File: config.mk
export PLATFORM = sky130hd
export DESIGN_NAME = iwcr_ram
export DESIGN_NICKNAME = d
export VERILOG_FILES = /design/src/rtl/iwcr_ram.sv
export SDC_FILE = /design/constraint.sdc
export NUM_CORES = 2
export LEC_CHECK = 0
export BUFFER_PORTS_ARGS = -buffer_cell sky130_fd_sc_hd__buf_2
export CORE_MARGIN = 2
export CORE_UTILIZATION = 45
export DETAILED_ROUTE_END_ITERATION = 10
export MAX_ROUTING_LAYER = met4
export PLACE_DENSITY_LB_ADDON = 0.1
export SETUP_SLACK_MARGIN = 0.02
export SLEW_MARGIN = 20
export SYNTH_ARGS = -nofsm -noshare
export SYNTH_HDL_FRONTEND = slang
export SYNTH_SLANG_ARGS = --single-unit
File: constraint.sdc
create_clock -name clk -period 6.1 [get_ports clk]
set_input_delay 0.61 -clock clk [delete_from_list [all_inputs] [get_ports clk]]
set_output_delay 0.61 -clock clk [all_outputs]
set_load 0.02 [all_outputs]
File: src/rtl/iwcr_ram.sv
// Generic single-port-write, registered-read RAM.
module iwcr_ram #(
  parameter int WIDTH = 8,
  parameter int DEPTH = 256
) (
  input  logic                     clk,
  input  logic                     wr_en,
  input  logic [$clog2(DEPTH)-1:0] wr_addr,
  input  logic [WIDTH-1:0]         wr_data,
  input  logic                     rd_en,
  input  logic [$clog2(DEPTH)-1:0] rd_addr,
  output logic [WIDTH-1:0]         rd_data
);

  logic [WIDTH-1:0] mem [DEPTH];

  // Write port
  always_ff @(posedge clk) begin
    if (wr_en) begin
      mem[wr_addr] <= wr_data;
    end
  end

  // Registered read, held while no read is issued
  always_ff @(posedge clk) begin
    if (rd_en) begin
      rd_data <= mem[rd_addr];
    end
  end

endmodule

==> key figures <==
Detailed routing
  – ANT nets after route: 0
  – DRC viols: 0
  – WL/cell: 33.2 um
  – Vias per inst: 6.08
  – Initial DRC Count: 4237
  – Vias: 38500
  – DRT Pass-1 Iters: 6
  – Final wirelength: 210000 um

Clock network
  – Clock transition at path regs: 0.06 ns
  – CTS hold repair buffers: 0
  – # H-tree levels: 4
  – CTS sink cnt: 2056
  – Total CTS buffers: 208
  – Root buf cell: clkbuf_16
  – Longest Clk Path Bufs: 3
  – Worst-Skew Late Latency: 0.85 ns
  – CTS tree: yes
  – Resize count post-CTS: 0
  – Post-CTS setup buffer count: 0

Final layout
  – Core Util, Final: 50.6%
  – Area growth, synth to finish: 11.8%
  – Share of post-route cells with drive strength above 1: 22.1%
  – Final #Nets: 3845
  – Finished Layout Cells: 6343

Critical path
  – Worst r2r dst: rd_data[3]
  – Worst Path Required: 6.76 ns
  – Buf/Inv on CP: 3
  – CP max stage cell: o32ai_1
  – Crit path to: rd_data[3]
  – Critical path fanouts, max: 73
  – Startpoint types: input pin
  – R2R depth: 6
  – Reg-to-reg setup timing slack: 3.25 ns
  – Critical path type: in -> reg
  – CP Depth: 9
  – Crit path from: rd_addr[1]
  – Crit path cell chain: buf_8 > buf_12 > nand2_1 > buf_4 > o221ai_1 > a21oi_1 > o32ai_1 > nor3_1 > nor4_1
  – Critical Path AT: 4.30 ns
  – CP peak stage delay: 0.79 ns
  – Worst path top cell family by delay: compound AO/OA/AOI/OAI gates
  – Worst Setup End Kind: register
  – Reg-to-reg critical path startpoint: mem[211][3]

Yosys
  – Synthesized area per cell: 21.3 um2
  – Fraction of registers with async set/reset: 0%
  – Main combinational cell family by area after synthesis: multiplexers
  – Yosys reg bits: 2056
  – Synth warn: 0
  – Post-synthesis adder-cell area fraction: 0%
  – Biggest area consumer among synthesized cells: edfxtp_1
  – Ys flop type: edfxtp_1
  – Share of the synthesized area in the top cell type: 77.5%
  – Seq/Total Area, Yosys: 77.5%
  – Synth Area in Simple Gates: 2.63%
  – Cell count after synthesis: 3733
  – Post-Synth XOR/XNOR Area: 0%
  – Post-synthesis instance area: 79600 um2
  – Post-synth EDFFs: 2056
  – Unique masters post-synth: 54
  – Area fraction in compound gates after synthesis: 3.42%
  – Post-synthesis mux area share: 14.6%
  – Syn_nets: 3760
  – Top post-synthesis cells by area: edfxtp_1 78%, mux4_2 13%, mux2i_1 1.7%

Worst hold path
  – Hold depth: 1
  – Hold Crit Class: in -> reg

Global routing
  – Gr ovfl total: 0
  – Vias in the first global route: 39400
  – Total GRT Usage: 24.1%
  – Largest net degree at the start of global routing: 173
  – Initial antenna violation count: 17
  – First-pass GRT wire length: 297000 um

Floorplan
  – Core outline area: 176000 um2
  – Chip width: 425 um
  – Initial Util: 45.3%
  – DIE AREA: 180000 um2
  – Die Ht: 425 um
  – IO Pins: 35
  – # rows: 154

Timing
  – Tcrit/Tclk final: 59.7%
  – Achievable Freq: 0.274 GHz
  – Clock Skew: 0.0300 ns
  – Rel. slew slack: 19.6%
  – RSZ-0062 raised after global routing: no
  – Slew @ Worst Pin: 1.21 ns
  – Fin crit period: 3.64 ns
  – Setup TNS: 0 ns
  – Final hold vios: 0
  – Setup violators final: 0
  – Max Transition Viols Final: 0

Placement
  – Detailed placement HPWL: 128000 um
  – Placed cells: 5947
  – # port buffers: 34
  – GPL Wtd Cong: 0.829

Job
  – Max-cap violations: 0

Power
  – Peak supply drop: 283 uV
  – P per Cell Area: 331 nW/um2
  – P_leak: 27.2 nW

Run status
  – Status: completed
[cell type report]
| type | count | area [um2] |
|---|---|---|
| fillers | 13800 | 86900 |
| clock buffers | 257 | 5410 |
| inverters | 2 | 7.51 |
| multi-input cells | 1442 | 16500 |
| well taps | 2340 | 2930 |
| repair buffers | 108 | 1110 |
| flip-flops and latches | 2056 | 61700 |
| clock inverters | 129 | 1260 |
| diodes | 9 | 22.5 |
[worst min path at each step]
stage / from / end / slack, ns
after floorplan: wr_data[0] / mem[0][0] / 0.71
after global placement: mem[40][3] / rd_data[3] / 1.09
after detailed placement: mem[33][5] / rd_data[5] / 1.09
after CTS: rd_en / rd_data[7] / 0.17
after global routing: rd_en / rd_data[7] / 0.19
final: rd_en / rd_data[4] / 0.24
[logic make-up after synthesis]
kind of cell,after synthesis
compound gates,385
simple gates,466
buf+inv,235
mux,591
flops,2056
[Yosys cell counts, types with 27 or more instances]
cell and number:
buf_2 31, nand3_1 34, a22oi_1 133, a21oi_1 96
mux2i_1 134, nor2b_1 31, mux4_2 454, nand2_1 33
buf_4 27, o221ai_1 46, o22ai_1 28, clkbuf_1 111
edfxtp_1 2056, nor2_1 282
[stage by stage]
step	hold WS, ns	worst slack (ns)	area [um2]	power (mW)
2_1_floorplan	0.709	3.41	79600	16.7
3_3_place_gp	1.09	1.30	82300	17.3
3_5_place_dp	1.09	1.67	82300	17.3
5_1_grt	0.186	2.41	89000	30.3
6_report	0.237	2.46	89000	29.5
4_1_cts	0.168	2.59	89000	29.7
[placed cells by master, fill, tap and decap left out, types with 8 or more instances in the layout]
| cell | instances |
|---|---|
| edfxtp_1 | 2056 |
| mux4_2 | 454 |
| nor2_1 | 279 |
| clkbuf_16 | 209 |
| mux2i_1 | 134 |
| a22oi_1 | 133 |
| a21oi_1 | 95 |
| buf_4 | 53 |
| clkinv_1 | 51 |
| clkbuf_1 | 48 |
| o221ai_1 | 46 |
| clkinv_2 | 39 |
| nand2_1 | 32 |
| o22ai_1 | 28 |
| nor2b_1 | 28 |
| nand3_1 | 27 |
| nor3_1 | 22 |
| nor4_1 | 22 |
| buf_2 | 22 |
| buf_12 | 21 |
| bufinv_16 | 19 |
| a211oi_1 | 16 |
| a221oi_1 | 13 |
| nand4_1 | 10 |
| o211ai_1 | 10 |
| o21ai_0 | 10 |
| diode_2 | 9 |
| nand2b_1 | 8 |
| a22o_1 | 8 |
| clkbuf_8 | 8 |
[power breakdown]
part | total (mW) | leakage [nW] | internal [mW] | switching, mW
Clock | 12.5 | 3.25 | 7.12 | 5.35
Sequential | 15.6 | 18.5 | 15.6 | 0.0169
Combinational | 1.42 | 5.43 | 0.459 | 0.963
Total | 29.5 | 27.2 | 23.2 | 6.33
[worst register-to-register path, delay by kind of cell (launching register included)]
kind | cells | cell delay, ns
multiplexers | 1 | 0.49
AO/OA/AOI/OAI | 3 | 0.77
AND/OR/NAND/NOR | 2 | 0.91
flip-flops | 1 | 0.37
[sequential cells by signal, indices dropped and copies added (netlist names)]
register / count
mem: 2048
rd_data: 8
[metal layers]
layer  wire (um)  track usage (%)  share of wire, %
met5           0                -                 0
met1       87800             33.0                42
met4        4890             6.12               2.3
met2      103000             37.9                49
met3       14700             4.05               7.0
(Power assumes the default switching activity.)
