$ cat src/rtl/iwcr_pkg.sv
// Shared types, constants and helpers of the isolated wall cell remover.
package iwcr_pkg;

  // Grid limits and derived counter widths
  localparam int MAX_WIDTH  = 1024;
  localparam int MAX_HEIGHT = 1024;
  localparam int X_W        = (MAX_WIDTH > 2) ? $clog2(MAX_WIDTH) : 1;
  localparam int Y_W        = (MAX_HEIGHT > 2) ? $clog2(MAX_HEIGHT) : 1;

  // Fixed field widths
  localparam int KIND_W  = 3;
  localparam int COORD_W = 10;
  localparam int SIZE_W  = 11;
  localparam int SLOTS   = 4;

  // Stream data widths
  localparam int TDATA_IN_W  = 8;
  localparam int TDATA_OUT_W = 24;

  // Configuration port
  localparam int PADDR_W   = 4;
  localparam int PDATA_W   = 32;
  localparam int REG_IDX_W = 2;

  localparam logic [REG_IDX_W-1:0] REG_GRID_WIDTH  = 2'd0;
  localparam logic [REG_IDX_W-1:0] REG_GRID_HEIGHT = 2'd1;
  localparam logic [REG_IDX_W-1:0] REG_TARGET_KIND = 2'd2;

  // Cell kinds
  typedef logic [KIND_W-1:0] kind_t;
  localparam kind_t KIND_NONE = 3'd0;
  localparam kind_t KIND_WALL = 3'd2;

  // Row store entry: kind of the row above and of the row two above
  localparam int ENTRY_W = 2 * KIND_W;

  // One column of the 3x3 window
  typedef struct packed {
    kind_t top;
    kind_t mid;
    kind_t bot;
  } column_t;

  // Item on its way from the read stage to the window stage
  typedef struct packed {
    kind_t          kind;
    logic [X_W-1:0] x;
    logic [Y_W-1:0] y;
    logic           first_col;
    logic           last_col;
    logic           last_row;
    logic           has_up1;
    logic           has_up2;
  } item_t;

  // Up to four results caused by one item
  typedef struct packed {
    logic [SLOTS-1:0]       mask;
    kind_t [SLOTS-1:0]      kind;
    logic [SLOTS-1:0]       cleared;
    logic [COORD_W-1:0]     x;
    logic [COORD_W-1:0]     xm;
    logic [COORD_W-1:0]     y;
    logic [COORD_W-1:0]     ym;
  } job_t;

  // A cell that does not block removal
  function automatic logic kind_ok(input kind_t k, input kind_t t);
    kind_ok = (k == KIND_NONE) || (k == t);
  endfunction

endpackage

$ cat src/rtl/iwcr_emit.sv
// Result queue: holds one item's results and sends them one per cycle while m_tready allows.
module iwcr_emit (
  input  logic                             clk,
  input  logic                             rst,
  input  logic                             job_load,
  input  iwcr_pkg::job_t                   job_in,
  output logic                             job_free,
  output logic                             m_tvalid,
  input  logic                             m_tready,
  output logic [iwcr_pkg::TDATA_OUT_W-1:0] m_tdata,
  output logic                             m_tuser,
  output logic                             m_tlast
);

  iwcr_pkg::job_t                 job;
  logic                           job_any;
  logic                           out_ok;
  logic                           pop;
  logic [iwcr_pkg::SLOTS-1:0]     sel;
  logic [iwcr_pkg::SLOTS-1:0]     remaining;
  iwcr_pkg::kind_t                sel_kind;
  logic                           sel_clr;
  logic [iwcr_pkg::COORD_W-1:0]   sel_x;
  logic [iwcr_pkg::COORD_W-1:0]   sel_y;

  assign job_any   = |job.mask;
  assign out_ok    = !m_tvalid || m_tready;
  assign pop       = job_any && out_ok;
  assign remaining = job.mask & ~sel;
  assign job_free  = !job_any || (pop && (remaining == '0));

  // Pick the lowest pending result
  always_comb begin
    sel      = '0;
    sel_kind = job.kind[0];
    sel_clr  = job.cleared[0];
    sel_x    = job.xm;
    sel_y    = job.ym;
    priority if (job.mask[0]) begin
      sel[0] = 1'b1;
    end else if (job.mask[1]) begin
      sel[1]   = 1'b1;
      sel_kind = job.kind[1];
      sel_clr  = job.cleared[1];
      sel_x    = job.x;
      sel_y    = job.ym;
    end else if (job.mask[2]) begin
      sel[2]   = 1'b1;
      sel_kind = job.kind[2];
      sel_clr  = job.cleared[2];
      sel_x    = job.xm;
      sel_y    = job.y;
    end else if (job.mask[3]) begin
      sel[3]   = 1'b1;
      sel_kind = job.kind[3];
      sel_clr  = job.cleared[3];
      sel_x    = job.x;
      sel_y    = job.y;
    end else begin
      sel = '0;
    end
  end

  // Load a new set of results or drop the one just sent
  always_ff @(posedge clk) begin
    if (rst) begin
      job.mask <= '0;
    end else if (job_load) begin
      job.mask <= job_in.mask;
    end else if (pop) begin
      job.mask <= remaining;
    end
    if (job_load) begin
      job.kind    <= job_in.kind;
      job.cleared <= job_in.cleared;
      job.x       <= job_in.x;
      job.xm      <= job_in.xm;
      job.y       <= job_in.y;
      job.ym      <= job_in.ym;
    end
  end

  // Output register
  always_ff @(posedge clk) begin
    if (rst) begin
      m_tvalid <= 1'b0;
    end else if (out_ok) begin
      m_tvalid <= job_any;
    end
  end

  always_ff @(posedge clk) begin
    if (pop) begin
      m_tdata <= {1'b0, sel_y, sel_x, sel_kind};
      m_tuser <= sel_clr;
      m_tlast <= (remaining == '0);
    end
  end

endmodule

$ cat config.mk
export PLATFORM = sky130hd
export DESIGN_NAME = iwcr_emit
export DESIGN_NICKNAME = d
export VERILOG_FILES = /design/src/rtl/iwcr_pkg.sv /design/src/rtl/iwcr_emit.sv
export SDC_FILE = /design/constraint.sdc
export NUM_CORES = 1
export LEC_CHECK = 0
export ABC_AREA = 0
export BUFFER_PORTS_ARGS = -buffer_cell sky130_fd_sc_hd__buf_2
export CORE_MARGIN = 2
export CORE_UTILIZATION = 44
export DETAILED_ROUTE_END_ITERATION = 8
export GPL_ROUTABILITY_DRIVEN = 0
export PLACE_DENSITY = 0.81
export REMOVE_ABC_BUFFERS = 1
export SYNTH_ARGS = -nofsm -noshare
export SYNTH_HDL_FRONTEND = slang
export SYNTH_SLANG_ARGS = --single-unit
export TNS_END_PERCENT = 50
$ cat constraint.sdc
create_clock -name clk -period 5.9 [get_ports clk]
set_clock_uncertainty 0.2 [all_clocks]
set_input_delay 0.295 -clock clk [delete_from_list [all_inputs] [get_ports clk]]
set_output_delay 0.295 -clock clk [all_outputs]
set_load 0.1 [all_outputs]
==> results.json <==
{
  "finalNetCount": 382,
  "timing.hold.ws_ps": 123.6,
  "drc_errors": 0,
  "routedWlPerCell_um": 14.82,
  "fin_crit_sh_pct": 42.88,
  "critPathKind": "reg2out",
  "top_layer_used": "met4",
  "grt_pass1_vias": 1988,
  "vias": 1950,
  "hold_path_class": "in2reg",
  "crit_slowest_cell": "dfxtp_1",
  "met2_length_um": 3274,
  "rsz0062_at_grt": "no",
  "peakVddDrop_uv": 197.4,
  "cts_root_buf": "clkbuf_8",
  "place_ws_ps": 3537,
  "fin_ws_ps": 3370,
  "hold_viol_final": 0,
  "grt_pass1_wl_um": 9501,
  "synth_area_per_cell_sq_um": 19.52,
  "ys_warn_count": 0,
  "power_density_nw_per_um2": 334.5,
  "period_needed_ps": 2530,
  "cp-end-kind": "output pin",
  "cts_buffers": 9,
  "cts_buffer_depth": 2,
  "via_per_inst": 4.654,
  "slew_violations": 0,
  "synthToLayoutAreaGrowth_pct": 43.85,
  "crit_required_ps": 5410,
  "holdPathStages": 4,
  "drive_above_1_share_pct": 40.56,
  "die_x_um": 88.77,
  "syn-instance-count": 162,
  "post-route-util_pct": 66.21,
  "p_leak_nw": 1.802,
  "clk_pin_slew_ps": 80,
  "antenna_found_initial": 0,
  "final_cell_count_no_fill": 419,
  "fillers": 463,
  "synth.lib_cells_used.distinct": 32,
  "slew_headroom_pct": 50.44,
  "clock_sinks": 86,
  "final_common_cell": "buf_2",
  "drt-met1-wl_um": 2455,
  "crit_path_max_incr_delay_ps": 510,
  "cp_max_fo": 18,
  "cts_tree": "done",
  "power_mw": 1.521,
  "insertedDiodeCount": 0,
  "start_kind": "register",
  "worstMarginPinSlew_ps": 743.4,
  "design_area_sq_um": 4548,
  "post_cts_buffers": 0,
  "drtAntennaViolNets": 0,
  "rows": 30,
  "core_area_sq_um": 6869,
  "placement.io_buffers": 90,
  "drt_iter0_drc": 99,
  "max_freq_ghz": 0.3953,
  "insertion_delay_ps": 350,
  "rr_worst_depth": 4,
  "dpl.cell_count": 342,
  "cap_violations": 0,
  "layout_common_cells": "buf_2 (90), edfxtp_1 (81), dlygate4sd3_1 (61), mux2_4 (10), mux2_2 (10)",
  "cts-htree-levels": 3,
  "drt_wl_total_um": 6210,
  "grt_usage_pct": 16.77,
  "setup_tns_ps": 0,
  "hpwlAfterDp_um": 3553,
  "num_io_pins": 92,
  "status": "finished clean",
  "die-area_sq_um": 7880,
  "crit_arrival_ps": 2030,
  "die_y_um": 88.77,
  "syn_area_sq_um": 3162,
  "worstPathCellList": "maj3_1 -> o31ai_1 -> buf_2",
  "wl_met3_um": 353,
  "setup_viol": 0,
  "yosysSeqAreaShare_pct": 80.09,
  "overflow": 0,
  "initial_utilization_pct": 46.03,
  "first_pass_iters": 4,
  "grt_max_degree": 62,
  "place_area_sq_um": 3700,
  "ys_seq_elements": 86
}
## logic make-up (layout without fill, tap and decap cells)
group	count (synthesis)	after routing	synth area share [%]
other	1	1	0.1186
DFF	86	86	80.10
and+or+nand+nor	16	16	3.126
AOI/OAI and AO/OA	23	23	5.422
adders and majority gates	2	2	0.6332
muxes	20	20	8.310
buffers and inverters	14	175	2.295
## registers in the layout (all words and copies together) (netlist names)
register	cells
job	60
m_tdata	23
m_tuser	1
m_tlast	1
m_tvalid	1
## what timing repair did
item | 4_1_cts | 5_1_grt
gates resized for setup | 0 | 0
hold buffers | 61 | 0
endpoints found under the hold margin | 61 | 0
## layout make-up
type | instances | area [sq um] | share of cell area (%)
clock inverter | 6 | 110.1 | 2.421
timing repair buffer | 153 | 1076 | 23.66
tap | 96 | 120.1 | 2.641
multi-input combinational | 62 | 559.3 | 12.30
inverter | 6 | 22.52 | 0.4952
sequential | 86 | 2532 | 55.68
clock buffer | 10 | 127.6 | 2.806
## worst paths after layout
check	from	endpoint	slack (ps)
max	job[57]	job_free	3370
min	m_tready	m_tvalid	120
max reg2reg	job[57]	m_tdata[0]	3520
min reg2reg	job[3]	m_tdata[16]	350
## synthesized netlist by cell type, drive strengths merged
cell type	number	area [sq um]
conb	1	3.750
o211ai	1	7.510
a221o	4	40.04
or2	1	6.260
nor2	3	11.26
a2111o	1	11.26
buf	4	35.03
dfxtp	5	100.1
nand3b	1	7.510
edfxtp	81	2432
nor3	2	21.27
nand2	4	15.01
o31ai	1	7.510
o21ai	1	5.000
o311ai	1	8.760
or3	1	6.260
a22o	4	35.03
inv	6	22.52
a21oi	8	40.04
clkbuf	4	15.01
maj3	2	20.02
mux2	20	262.8
nor2b	2	20.02
nor4	1	6.260
o21ba	1	10.01
o22ai	1	6.260
nand3	1	5.000
## worst max-delay path, delay by kind of cell, from the launching register on
| family | cells | cell delay [ps] |
|---|---|---|
| AOI/OAI and AO/OA | 1 | 250 |
| adders and majority gates | 1 | 440 |
| DFF | 1 | 510 |
| buffers and inverters | 1 | 480 |
## layer usage
metal	global-route usage [%]	vias up
met2	29.31	70
met1	18.50	923
met4	7.025	0
met5	0	-
li1	-	943
met3	5.970	14
## report_power, final
| group | internal (mW) | switching (mW) |
|---|---|---|
| Sequential | 0.732 | 0.0187 |
| Combinational | 0.0862 | 0.207 |
| Clock | 0.280 | 0.197 |
No activity file was read; power rests on OpenSTA's default activity.
