[config.mk]
export PLATFORM = sky130hd
export DESIGN_NAME = iwcr_window
export DESIGN_NICKNAME = d
export VERILOG_FILES = /design/src/rtl/iwcr_pkg.sv /design/src/rtl/iwcr_window.sv
export SDC_FILE = /design/constraint.sdc
export NUM_CORES = 1
export LEC_CHECK = 0
export ABC_AREA = 1
export BUFFER_PORTS_ARGS = -buffer_cell sky130_fd_sc_hd__buf_2
export CELL_PAD_IN_SITES_DETAIL_PLACEMENT = 1
export CELL_PAD_IN_SITES_GLOBAL_PLACEMENT = 1
export CORE_UTILIZATION = 35
export CTS_CLUSTER_DIAMETER = 80
export DETAILED_ROUTE_END_ITERATION = 10
export GPL_ROUTABILITY_DRIVEN = 0
export PLACE_DENSITY_LB_ADDON = 0.1
export SKIP_LAST_GASP = 1
export SLEW_MARGIN = 15
export SYNTH_ARGS = -nofsm -noshare
export SYNTH_HDL_FRONTEND = slang
export SYNTH_SLANG_ARGS = --single-unit
[constraint.sdc]
create_clock -name clk -period 3.4 [get_ports clk]
set_input_delay 0.34 -clock clk [delete_from_list [all_inputs] [get_ports clk]]
set_output_delay 0.34 -clock clk [all_outputs]
set_load 0.1 [all_outputs]
[src/rtl/iwcr_pkg.sv]
// Shared types, constants and helpers of the isolated wall cell remover.
package iwcr_pkg;

  // Grid limits and derived counter widths
  localparam int MAX_WIDTH  = 1024;
  localparam int MAX_HEIGHT = 1024;
  localparam int X_W        = (MAX_WIDTH > 2) ? $clog2(MAX_WIDTH) : 1;
  localparam int Y_W        = (MAX_HEIGHT > 2) ? $clog2(MAX_HEIGHT) : 1;

  // Fixed field widths
  localparam int KIND_W  = 3;
  localparam int COORD_W = 10;
  localparam int SIZE_W  = 11;
  localparam int SLOTS   = 4;

  // Stream data widths
  localparam int TDATA_IN_W  = 8;
  localparam int TDATA_OUT_W = 24;

  // Configuration port
  localparam int PADDR_W   = 4;
  localparam int PDATA_W   = 32;
  localparam int REG_IDX_W = 2;

  localparam logic [REG_IDX_W-1:0] REG_GRID_WIDTH  = 2'd0;
  localparam logic [REG_IDX_W-1:0] REG_GRID_HEIGHT = 2'd1;
  localparam logic [REG_IDX_W-1:0] REG_TARGET_KIND = 2'd2;

  // Cell kinds
  typedef logic [KIND_W-1:0] kind_t;
  localparam kind_t KIND_NONE = 3'd0;
  localparam kind_t KIND_WALL = 3'd2;

  // Row store entry: kind of the row above and of the row two above
  localparam int ENTRY_W = 2 * KIND_W;

  // One column of the 3x3 window
  typedef struct packed {
    kind_t top;
    kind_t mid;
    kind_t bot;
  } column_t;

  // Item on its way from the read stage to the window stage
  typedef struct packed {
    kind_t          kind;
    logic [X_W-1:0] x;
    logic [Y_W-1:0] y;
    logic           first_col;
    logic           last_col;
    logic           last_row;
    logic           has_up1;
    logic           has_up2;
  } item_t;

  // Up to four results caused by one item
  typedef struct packed {
    logic [SLOTS-1:0]       mask;
    kind_t [SLOTS-1:0]      kind;
    logic [SLOTS-1:0]       cleared;
    logic [COORD_W-1:0]     x;
    logic [COORD_W-1:0]     xm;
    logic [COORD_W-1:0]     y;
    logic [COORD_W-1:0]     ym;
  } job_t;

  // A cell that does not block removal
  function automatic logic kind_ok(input kind_t k, input kind_t t);
    kind_ok = (k == KIND_NONE) || (k == t);
  endfunction

endpackage

[src/rtl/iwcr_window.sv]
// Window stage: row store write-back, 3x3 window shift and removal decisions.
module iwcr_window (
  input  logic                         clk,
  input  logic                         rst,
  input  logic                         restart,
  input  iwcr_pkg::kind_t              target_kind,
  input  logic                         load,
  input  iwcr_pkg::item_t              item_in,
  input  logic [iwcr_pkg::ENTRY_W-1:0] rd_data,
  input  logic                         job_free,
  output logic                         ready,
  output logic                         job_load,
  output iwcr_pkg::job_t               job,
  output logic                         wr_en,
  output logic [iwcr_pkg::X_W-1:0]     wr_addr,
  output logic [iwcr_pkg::ENTRY_W-1:0] wr_data
);

  logic              s1_valid;
  iwcr_pkg::item_t   s1_item;
  iwcr_pkg::column_t win_c1;
  iwcr_pkg::column_t win_c2;
  iwcr_pkg::column_t n0;
  iwcr_pkg::column_t n1;
  iwcr_pkg::column_t n2;
  iwcr_pkg::kind_t   up1;
  iwcr_pkg::kind_t   up2;
  logic [2:0]        ok0;
  logic [2:0]        ok1;
  logic [2:0]        ok2;
  logic              advance;

  assign advance  = s1_valid && job_free;
  assign ready    = !s1_valid || job_free;
  assign job_load = advance;

  // Hold the item while its read data is in the RAM output register
  always_ff @(posedge clk) begin
    if (rst) begin
      s1_valid <= 1'b0;
    end else if (ready) begin
      s1_valid <= load;
    end
  end

  always_ff @(posedge clk) begin
    if (ready && load) begin
      s1_item <= item_in;
    end
  end

  // Rows above the grid read as none
  assign up1 = s1_item.has_up1 ? rd_data[iwcr_pkg::KIND_W-1:0] : iwcr_pkg::KIND_NONE;
  assign up2 = s1_item.has_up2 ? rd_data[iwcr_pkg::ENTRY_W-1:iwcr_pkg::KIND_W]
                               : iwcr_pkg::KIND_NONE;

  // Shift the window; a new row starts from an all-none window
  always_comb begin
    n0 = s1_item.first_col ? '0 : win_c1;
    n1 = s1_item.first_col ? '0 : win_c2;
    n2 = '{top: up2, mid: up1, bot: s1_item.kind};
  end

  always_ff @(posedge clk) begin
    if (rst || restart) begin
      win_c1 <= '0;
      win_c2 <= '0;
    end else if (advance) begin
      win_c1 <= n1;
      win_c2 <= n2;
    end
  end

  // Write back this row's kind and the row above at the same column
  assign wr_en   = advance;
  assign wr_addr = s1_item.x;
  assign wr_data = {up1, s1_item.kind};

  // Per-cell removal permission, order top/mid/bot in bits 2/1/0
  always_comb begin
    ok0 = {iwcr_pkg::kind_ok(n0.top, target_kind), iwcr_pkg::kind_ok(n0.mid, target_kind),
           iwcr_pkg::kind_ok(n0.bot, target_kind)};
    ok1 = {iwcr_pkg::kind_ok(n1.top, target_kind), iwcr_pkg::kind_ok(n1.mid, target_kind),
           iwcr_pkg::kind_ok(n1.bot, target_kind)};
    ok2 = {iwcr_pkg::kind_ok(n2.top, target_kind), iwcr_pkg::kind_ok(n2.mid, target_kind),
           iwcr_pkg::kind_ok(n2.bot, target_kind)};
  end

  // Build the results: inner cell, right edge, bottom row, bottom-right corner
  always_comb begin
    job.mask[0] = !s1_item.first_col && s1_item.has_up1;
    job.mask[1] = s1_item.last_col && s1_item.has_up1;
    job.mask[2] = !s1_item.first_col && s1_item.last_row;
    job.mask[3] = s1_item.last_col && s1_item.last_row;

    job.cleared[0] = (n1.mid == target_kind) && (&ok0) && (&ok1) && (&ok2);
    job.cleared[1] = (n2.mid == target_kind) && (&ok1) && (&ok2);
    job.cleared[2] = (n1.bot == target_kind) && (&ok0[1:0]) && (&ok1[1:0]) && (&ok2[1:0]);
    job.cleared[3] = (n2.bot == target_kind) && (&ok1[1:0]) && (&ok2[1:0]);

    job.kind[0] = job.cleared[0] ? iwcr_pkg::KIND_NONE : n1.mid;
    job.kind[1] = job.cleared[1] ? iwcr_pkg::KIND_NONE : n2.mid;
    job.kind[2] = job.cleared[2] ? iwcr_pkg::KIND_NONE : n1.bot;
    job.kind[3] = job.cleared[3] ? iwcr_pkg::KIND_NONE : n2.bot;

    job.x  = iwcr_pkg::COORD_W'(s1_item.x);
    job.xm = iwcr_pkg::COORD_W'(s1_item.x - iwcr_pkg::X_W'(1));
    job.y  = iwcr_pkg::COORD_W'(s1_item.y);
    job.ym = iwcr_pkg::COORD_W'(s1_item.y - iwcr_pkg::Y_W'(1));
  end

endmodule

==> results of run 1 <==
per-stage QoR:
stage | util | instances | cell area (um2)
6_report | 0.438 | 530 | 3440
5_1_grt | 0.438 | 530 | 3440
4_1_cts | 0.438 | 530 | 3440
3_5_place_dp | 0.424 | 523 | 3330
3_3_place_gp | 0.424 | 523 | 3330
2_1_floorplan | - | 343 | 2910
layout make-up:
type	instances	area [um2]
inverter	31	116
multi-input combinational	221	1250
timing repair buffer	122	616
fill	1010	4410
tap	102	128
clock buffer	5	68.8
clock inverter	2	37.5
sequential	47	1220
cell usage in the layout, fill, tap and decap left out, types with 3 or more instances in the layout:
cell type / n
buf_2: 120
nand2_1: 66
nand3_1: 32
inv_1: 28
edfxtp_1: 28
a21oi_1: 25
dfxtp_1: 19
o21ai_0: 18
nor2_1: 15
xor2_1: 12
xnor2_1: 10
nand2_2: 10
clkbuf_8: 5
nor3_1: 4
nand2_4: 4
nor2_2: 4
xor2_2: 3
nand3_2: 3
metal layers:
metal | up-vias | share of wire | routed length (um) | global-route usage
li1 | 1250 | - | - | -
met1 | 1151 | 0.43 | 3320 | 0.223
met2 | 66 | 0.52 | 4030 | 0.347
met3 | 6 | 0.041 | 315 | 0.0337
met4 | 0 | 0.0075 | 58 | 0.0372
met5 | - | 0 | 0 | 0
power by group through the flow:
stage               sequential (mW)  clock (mW)  combinational [mW]
finish                        0.661       0.407               0.609
global route                  0.665       0.439               0.637
CTS                           0.661       0.424               0.613
detailed placement            0.675           0               0.612
global placement              0.673           0               0.607
floorplan                     0.668           0               0.547
logic make-up after synthesis:
family | after synthesis | synth area share
adder cells (fa/ha/maj) | 2 | 0.00870
buffers and inverters | 75 | 0.156
flip-flops | 47 | 0.425
AND/OR/NAND/NOR | 148 | 0.252
XOR/XNOR | 27 | 0.0822
AO/OA/AOI/OAI | 44 | 0.0766
worst paths after layout:
kind | depth (start not counted) | slack [ns] | end | startpoint
min reg2reg | 2 | 0.52 | s1_valid$_SDFFE_PP0N_ | s1_valid$_SDFFE_PP0N_
max | 10 | 0.36 | job[43] | s1_item[4]$_DFFE_PP_
min | 1 | 0.21 | wr_addr[3]$_DFFE_PP_ | item_in[18]
max reg2reg | 3 | 1.99 | win_c1[2]$_SDFFE_PP0P_ | s1_item[4]$_DFFE_PP_
synth_stat cells:
cell type,n,area (um2)
and2_1,2,12.5
a21oi_1,26,130
buf_1,1,3.75
nor3b_1,1,7.51
dfxtp_1,19,380
nand3_2,3,30.0
nand3_1,32,160
inv_2,2,7.51
ha_1,2,25.0
buf_4,38,285
xnor2_1,12,105
nor3_4,1,16.3
nand2_1,66,248
or3_1,2,12.5
nor2_4,1,11.3
nand2_2,10,62.6
buf_12,1,20.0
nand2_4,4,45.0
buf_6,1,11.3
xor2_1,15,131
clkinv_1,1,3.75
nand3b_1,2,15.0
nor3_1,4,20.0
nor2_2,3,18.8
inv_1,28,105
nor2_1,16,60.1
nor4_1,1,6.26
clkbuf_1,3,11.3
o21ai_0,18,90.1
edfxtp_1,28,841
flip-flops by register name, indices dropped and copies added, names as in the netlist:
register  count
win_c1        9
wr_data       3
s1_valid      1
s1_item       5
job          10
wr_addr      10
win_c2        9
==> impl_metrics.yaml, run 1 <==
worst_setup_path:
  path_delay_family: "buffers and inverters"
  cp-start-kind: "flip-flop"
  worst_path_max_delay_cell: "inv_2"
  max_stage_delay_ns: 0.50
  worstPathCellList: "inv_2, nand2_1, nand2_1, nand2_1, inv_1, nand3_2, nand2_2, nand2_2, nor3_4, buf_2"
  critPathArrivalTime_ns: 2.70
  critPathCaptureType: "output pin"
  critPathMaxFanout: 31
  worstSetupPathType: "flip-flop to output pin"
  cp.buffers_inverters: 3
  required_ns: 3.06
  critPathMostFrequentCell: "nand2_1"
timing:
  skew_ns: 0.00238
  fin_tns_setup_ns: 0
  max_freq_ghz: 0.329
  setup_violations: 0
  finalMaxSlewViolations: 0
  min_period_ns: 3.04
  period_share: 0.895
  rsz0062_at_grt: "false"
  maxSlewHeadroom: 0.527
  tightest_slew_ns: 0.708
  hold_viol: 0
  hold_slack_ns: 0.210
  fin_ws_ns: 0.356
power_and_ir_drop:
  power.switching_mw: 0.732
  p_int_mw: 0.945
  p_comb_frac: 0.363
  peakVddDrop_mv: 0.254
  p_clk_frac: 0.243
  power.share.sequential: 0.394
  powerDensity_nw_per_um2: 488
  total_power_mw: 1.68
  power_leakage_nw: 1.73
  swShare: 0.437
job:
  drv_cap: 0
grt:
  grt_antenna_before_repair: 0
  grt_max_degree: 39
  grt_pass1_wl_um: 12500
  grtUsageTotal: 0.187
  grt-ovfl-total: 0
  first_global_vias: 2555
detailed_routing:
  viasPerCell: 4.67
  vias: 2473
  wl_um: 7730
  drc_errors: 0
  drtIter0Drc: 61
  drtAntennaViolNets: 0
  wl_per_cell_um: 14.6
  firstDrtPassIters: 4
synth:
  syn-cell-area_um2: 2880
  syn_inst: 343
  seq_area_frac_synth: 0.425
  avgSynthCellArea_um2: 8.39
  ys_ff_latch: 47
  ys_types: 30
  ys.warnings.count: 0
  syn_nets: 387
finish:
  n_antenna_cell: 0
  drive_gt1_frac: 0.374
  area_delta_synth_final_pct: 19.5
  nets: 472
clock_tree:
  clkTransAtPathRegs_ns: 0.09
  clkLatencyLatePin_ns: 0.30
  numCtsBuffers: 5
  cts_tree: "built"
  clock_path_buffers: 2
  clock-sinks: 47
  cts_hold_buf: 0
  cts_max_level: 2
  cts_resized: 0
  cts_setup_buffers: 0
  root_buffer: "clkbuf_8"
floorplanning:
  die_x_um: 92.7
  core_um2: 7850
  pin_count: 121
  start_util: 0.367
  die_h_um: 92.7
  dieArea_um2: 8580
  rows: 32
place:
  portBuffers: 120
  dp_hpwl_um: 5980
  pre_cts_ws_ns: 0.673
worst_hold_path:
  hold_path.class: "primary input to flip-flop"
run_status:
  status: "complete, no violations"
(Power assumes the default switching activity.)
==> inputs of run 2 (changes only) <==
==> constraint.sdc (replaced) <==
create_clock -name clk -period 3.4 [get_ports clk]
set_input_delay 0.68 -clock clk [delete_from_list [all_inputs] [get_ports clk]]
set_output_delay 0.68 -clock clk [all_outputs]
set_load 0.1 [all_outputs]
==> run 2 against run 1 <==
Combinational power up 1%. Non-clock buffer count up 1. Global-route usage down 0.56 points. Critical path type unchanged. Largest power group unchanged.
==> impl_metrics.yaml, run 2 (synthesis results as in run 1) <==
run_status:
  status: "complete, no violations"
worst_hold_path:
  min_to: "s1_valid$_SDFFE_PP0N_"
  holdCritStartpoint: "rst"
  hold_path.class: "primary input to flip-flop"
  hold_depth: 2
floorplanning:
  pin_count: 121
  die_x_um: 92.7
  die_h_um: 92.7
  rows: 32
  start_util: 0.367
  dieArea_um2: 8580
  core_um2: 7850
power_and_ir_drop:
  p_comb_frac: 0.380
  p_int_mw: 0.883
  powerDensity_nw_per_um2: 461
  power_leakage_nw: 1.74
  p_clk_frac: 0.213
  peakVddDrop_mv: 0.227
  power.share.sequential: 0.408
  total_power_mw: 1.63
  power.switching_mw: 0.742
  swShare: 0.457
worst_setup_path:
  rrSetupSlack_ns: 1.92
  cp-start-kind: "flip-flop"
  ff2ff_path_depth: 1
  required_ns: 2.72
  reg2reg_from: "s1_valid$_SDFFE_PP0N_"
  worst_path_max_delay_cell: "edfxtp_1"
  r2r_end: "wr_addr[8]$_DFFE_PP_"
  critPathMaxFanout: 5
  worstSetupPathType: "flip-flop to output pin"
  critPathArrivalTime_ns: 2.53
  critPathCaptureType: "output pin"
  max_stage_delay_ns: 0.43
  worstPathCellList: "clkinvlp_4, ha_1, nand2_1, or3_1, nor3_1, xor2_4, buf_2"
detailed_routing:
  drc_errors: 0
  vias: 2477
  viasPerCell: 4.66
  wl_per_cell_um: 14.2
  drtIter0Drc: 55
  firstDrtPassIters: 4
  drtAntennaViolNets: 0
  wl_um: 7560
clock_tree:
  clkLatencyLatePin_ns: 0.30
  cts_max_level: 2
  clock-sinks: 47
  clock_path_buffers: 2
  cts_setup_buffers: 0
  cts_tree: "built"
  clkTransAtPathRegs_ns: 0.09
  root_buffer: "clkbuf_8"
  numCtsBuffers: 5
place:
  portBuffers: 120
  dp_hpwl_um: 5970
  place_inst: 524
  pre_cts_ws_ns: 0.249
grt:
  grt_pass1_wl_um: 12000
  grt_max_degree: 37
  grt_antenna_before_repair: 0
  grt-ovfl-total: 0
  grtUsageTotal: 0.181
  first_global_vias: 2430
timing:
  rsz0062_at_grt: "false"
  tightest_slew_ns: 0.916
  maxSlewHeadroom: 0.388
  fin_tns_setup_ns: 0
  fin_ws_ns: 0.194
  skew_ns: 0.00763
  setup_violations: 0
  max_freq_ghz: 0.312
  period_share: 0.943
  hold_viol: 0
  finalMaxSlewViolations: 0
  min_period_ns: 3.21
finish:
  n_antenna_cell: 0
  area_delta_synth_final_pct: 22.6
  layout_commonest_cell: "buf_2"
  layout_common_cells: "buf_2 (118), nand2_1 (66), nand3_1 (32), edfxtp_1 (28), inv_1 (27)"
  drive_gt1_frac: 0.407
  final_cells: 532
  nets: 473
job:
  drv_cap: 0
## run 2: cell count changes in the layout (fill, tap and decap cells not counted), sizes merged
cell / change
clkbuf: +3
clkinv: +2
buf: -1
bufinv: -1
inv: -1
## run 2: critical path: cells and delay by family, from the launching register on
kind | cells | cell delay [ns]
DFF | 1 | 0.43
buffers and inverters | 2 | 0.55
and+or+nand+nor | 3 | 0.89
adders and majority gates | 1 | 0.18
xor gates and xnor gates | 1 | 0.16
## run 2: stage by stage
stage,hold slack (ns),cell area (um2),util
after floorplan,0.493,3000,-
after global placement,0.524,3430,0.437
after detailed placement,0.537,3430,0.437
after CTS,0.524,3520,0.448
after global routing,0.529,3530,0.449
final,0.541,3530,0.449
## run 2: per-layer routing
metal  vias to the layer above  wire length [um]  track usage
li1                       1254                 -            -
met1                      1151              3150        0.211
met2                        68              4020        0.340
met3                         4               319       0.0337
met4                         0                68       0.0436
met5                         -                 0            0
## run 2: what timing repair did
item / in CTS / in global routing
endpoints found under the setup margin: 0 / 4
gates resized for setup: 0 / 4
hold buffers: 0 / 0
## run 2: power by group through the flow
stage / Combinational [mW] / Sequential, mW / Clock [mW]
floorplan: 0.554 / 0.670 / 0
global placement: 0.616 / 0.675 / 0
detailed placement: 0.621 / 0.676 / 0
CTS: 0.621 / 0.663 / 0.366
global route: 0.644 / 0.667 / 0.386
finish: 0.617 / 0.662 / 0.346
## run 2: how the worst max path moves through the flow
stage	from	to	slack [ns]	cells after the start
after floorplan	wr_addr[0]$_DFFE_PP_	job[28]	-0.26	6
after global placement	target_kind[2]	job[42]	0.23	10
after detailed placement	target_kind[2]	job[42]	0.25	10
after CTS	s1_item[4]$_DFFE_PP_	job[42]	0.04	11
after global routing	job[10]$_DFFE_PP_	job[8]	0.05	7
final	job[10]$_DFFE_PP_	job[8]	0.19	7
## run 2: layout make-up
class	count	area (um2)
fill	1013	4320
multi-input combinational	221	1340
sequential	47	1220
timing repair buffer	123	628
tap	102	128
inverter	31	123
clock buffer	6	72.6
clock inverter	2	17.5
==> inputs of run 3 (changes only) <==
--- a/config.mk
+++ b/config.mk
@@ -9,7 +9,7 @@
 export BUFFER_PORTS_ARGS = -buffer_cell sky130_fd_sc_hd__buf_2
 export CELL_PAD_IN_SITES_DETAIL_PLACEMENT = 1
 export CELL_PAD_IN_SITES_GLOBAL_PLACEMENT = 1
-export CORE_UTILIZATION = 35
+export CORE_UTILIZATION = 34
 export CTS_CLUSTER_DIAMETER = 80
 export DETAILED_ROUTE_END_ITERATION = 10
 export GPL_ROUTABILITY_DRIVEN = 0
==> constraint.sdc (replaced) <==
create_clock -name clk -period 3.06 [get_ports clk]
set_input_delay 0.612 -clock clk [delete_from_list [all_inputs] [get_ports clk]]
set_output_delay 0.612 -clock clk [all_outputs]
set_load 0.1 [all_outputs]
==> run 3 against run 2 <==
Core utilization up 0.56 points. Final cell count rose by 1.1%. Sequential power grew 12%. Sequential share of layout area is 2.0 points lower.
==> impl_metrics.yaml, run 3 (synthesis results as in run 1) <==
worst_hold_path:
  hold_path.class: "primary input to flip-flop"
timing:
  tightest_slew_ns: 0.503
  hold_viol: 0
  hold_slack_ns: 0.463
  max_freq_ghz: 0.343
  rsz0062_at_grt: "true"
  period_share: 0.952
  skew_ns: 0.0114
  min_period_ns: 2.91
  fin_ws_ns: 0.148
  setup_violations: 0
  maxSlewHeadroom: 0.667
  finalMaxSlewViolations: 0
worst_setup_path:
  required_ns: 2.45
  critPathArrivalTime_ns: 2.30
  cp-start-kind: "flip-flop"
  worstSetupPathType: "flip-flop to output pin"
  critPathCaptureType: "output pin"
  critPathMaxFanout: 5
floorplanning:
  dieArea_um2: 8830
  die_x_um: 94.0
  core_um2: 8220
  rows: 33
  die_h_um: 94.0
  start_util: 0.350
  pin_count: 121
run_status:
  status: "complete, no violations"
detailed_routing:
  drc_errors: 0
  met2_length_um: 3910
  vias: 2508
  firstDrtPassIters: 4
  wl_met3_um: 341
  viasPerCell: 4.66
  drtAntennaViolNets: 0
  drtIter0Drc: 65
  wl_per_cell_um: 14.5
  wl_um: 7780
  wl_met1_um: 3460
  top_layer: "met4"
power_and_ir_drop:
  p_comb_frac: 0.381
  power.switching_mw: 0.845
  p_int_mw: 0.996
  swShare: 0.459
  p_clk_frac: 0.217
  powerDensity_nw_per_um2: 492
  power_leakage_nw: 1.82
  power.share.sequential: 0.402
  peakVddDrop_mv: 0.227
place:
  pre_cts_ws_ns: 0.288
  dp_hpwl_um: 6080
  portBuffers: 120
  placed_cell_area_um2: 3620
clock_tree:
  cts_tree: "built"
  clkLatencyLatePin_ns: 0.31
  root_buffer: "clkbuf_8"
  clock-sinks: 47
  clock_path_buffers: 2
  cts_max_level: 2
  clkTransAtPathRegs_ns: 0.10
  cts_setup_buffers: 0
  numCtsBuffers: 5
finish:
  layout_common_cells: "buf_2 (107), nand2_1 (66), nand3_1 (32), edfxtp_1 (28), inv_1 (26)"
  area_delta_synth_final_pct: 29.9
  finalInstanceArea_um2: 3740
  n_antenna_cell: 0
  fillers: 993
  drive_gt1_frac: 0.418
  nets: 476
  multi_input_area_um2: 1390
  layout_commonest_cell: "buf_2"
  seq_area_um2: 1220
grt:
  grt_antenna_before_repair: 0
  grt_max_degree: 37
  grt_pass1_wl_um: 12100
  first_global_vias: 2413
  grtUsageTotal: 0.178
  grt-ovfl-total: 0
job:
  drv_cap: 0
## run 3: cell count changes in the layout (fill, tap and decap cells not counted), sizes merged
| cell | before | now |
|---|---|---|
| buf | 121 | 123 |
| clkinvlp | 1 | 2 |
## run 3: critical path, stage by stage, from the launching register on
cell      delay, ns
edfxtp_1       0.48
nor2_1         0.17
nand3_1        0.17
nor3_1         0.36
nor3b_1        0.37
xor2_2         0.15
buf_4          0.30
## run 3: power groups by stage
stage	clock (mW)	combinational, mW	sequential [mW]
finish	0.399	0.701	0.740
global route	0.430	0.730	0.746
CTS	0.417	0.705	0.740
detailed placement	0	0.703	0.754
global placement	0	0.697	0.753
floorplan	0	0.618	0.748
## run 3: path summary, 6_finish.rpt
check | startpoint | endpoint | slack [ns] | depth (start not counted)
worst min register to register | s1_valid$_SDFFE_PP0N_ | s1_valid$_SDFFE_PP0N_ | 0.54 | 2
worst max register to register | s1_valid$_SDFFE_PP0N_ | wr_addr[9]$_DFFE_PP_ | 1.69 | 2
worst max-delay path | wr_addr[2]$_DFFE_PP_ | job[29] | 0.15 | 6
worst min-delay path | rst | s1_valid$_SDFFE_PP0N_ | 0.46 | 2
## run 3: per-layer routing
| metal | global-route usage | vias to the layer above |
|---|---|---|
| li1 | - | 1256 |
| met1 | 0.232 | 1174 |
| met2 | 0.308 | 73 |
| met3 | 0.0267 | 5 |
| met4 | 0.0462 | 0 |
| met5 | 0 | - |
## run 3: through the flow
step / instances / total power, mW / setup TNS, ns / util
after global routing: 538 / 1.91 / -0.0277 / 0.455
after global placement: 530 / 1.45 / 0 / 0.440
after floorplan: 343 / 1.37 / -4.02 / -
after detailed placement: 530 / 1.46 / 0 / 0.440
after CTS: 538 / 1.86 / 0 / 0.452
final: 538 / 1.84 / 0 / 0.455
## run 3: area by class of cell
| cell class | instances | share of cell area |
|---|---|---|
| Multi-Input combinational cell | 221 | 0.371 |
| Sequential cell | 47 | 0.327 |
| Timing Repair Buffer | 126 | 0.209 |
| Tap cell | 105 | 0.0352 |
| Inverter | 31 | 0.0331 |
| Clock buffer | 5 | 0.0184 |
| Clock inverter | 3 | 0.00603 |
## run 3: timing repair
item,in CTS,in global routing
endpoints found under the setup margin,2,8
resized for setup,2,6
hold buffers,0,0
pin swaps,0,1
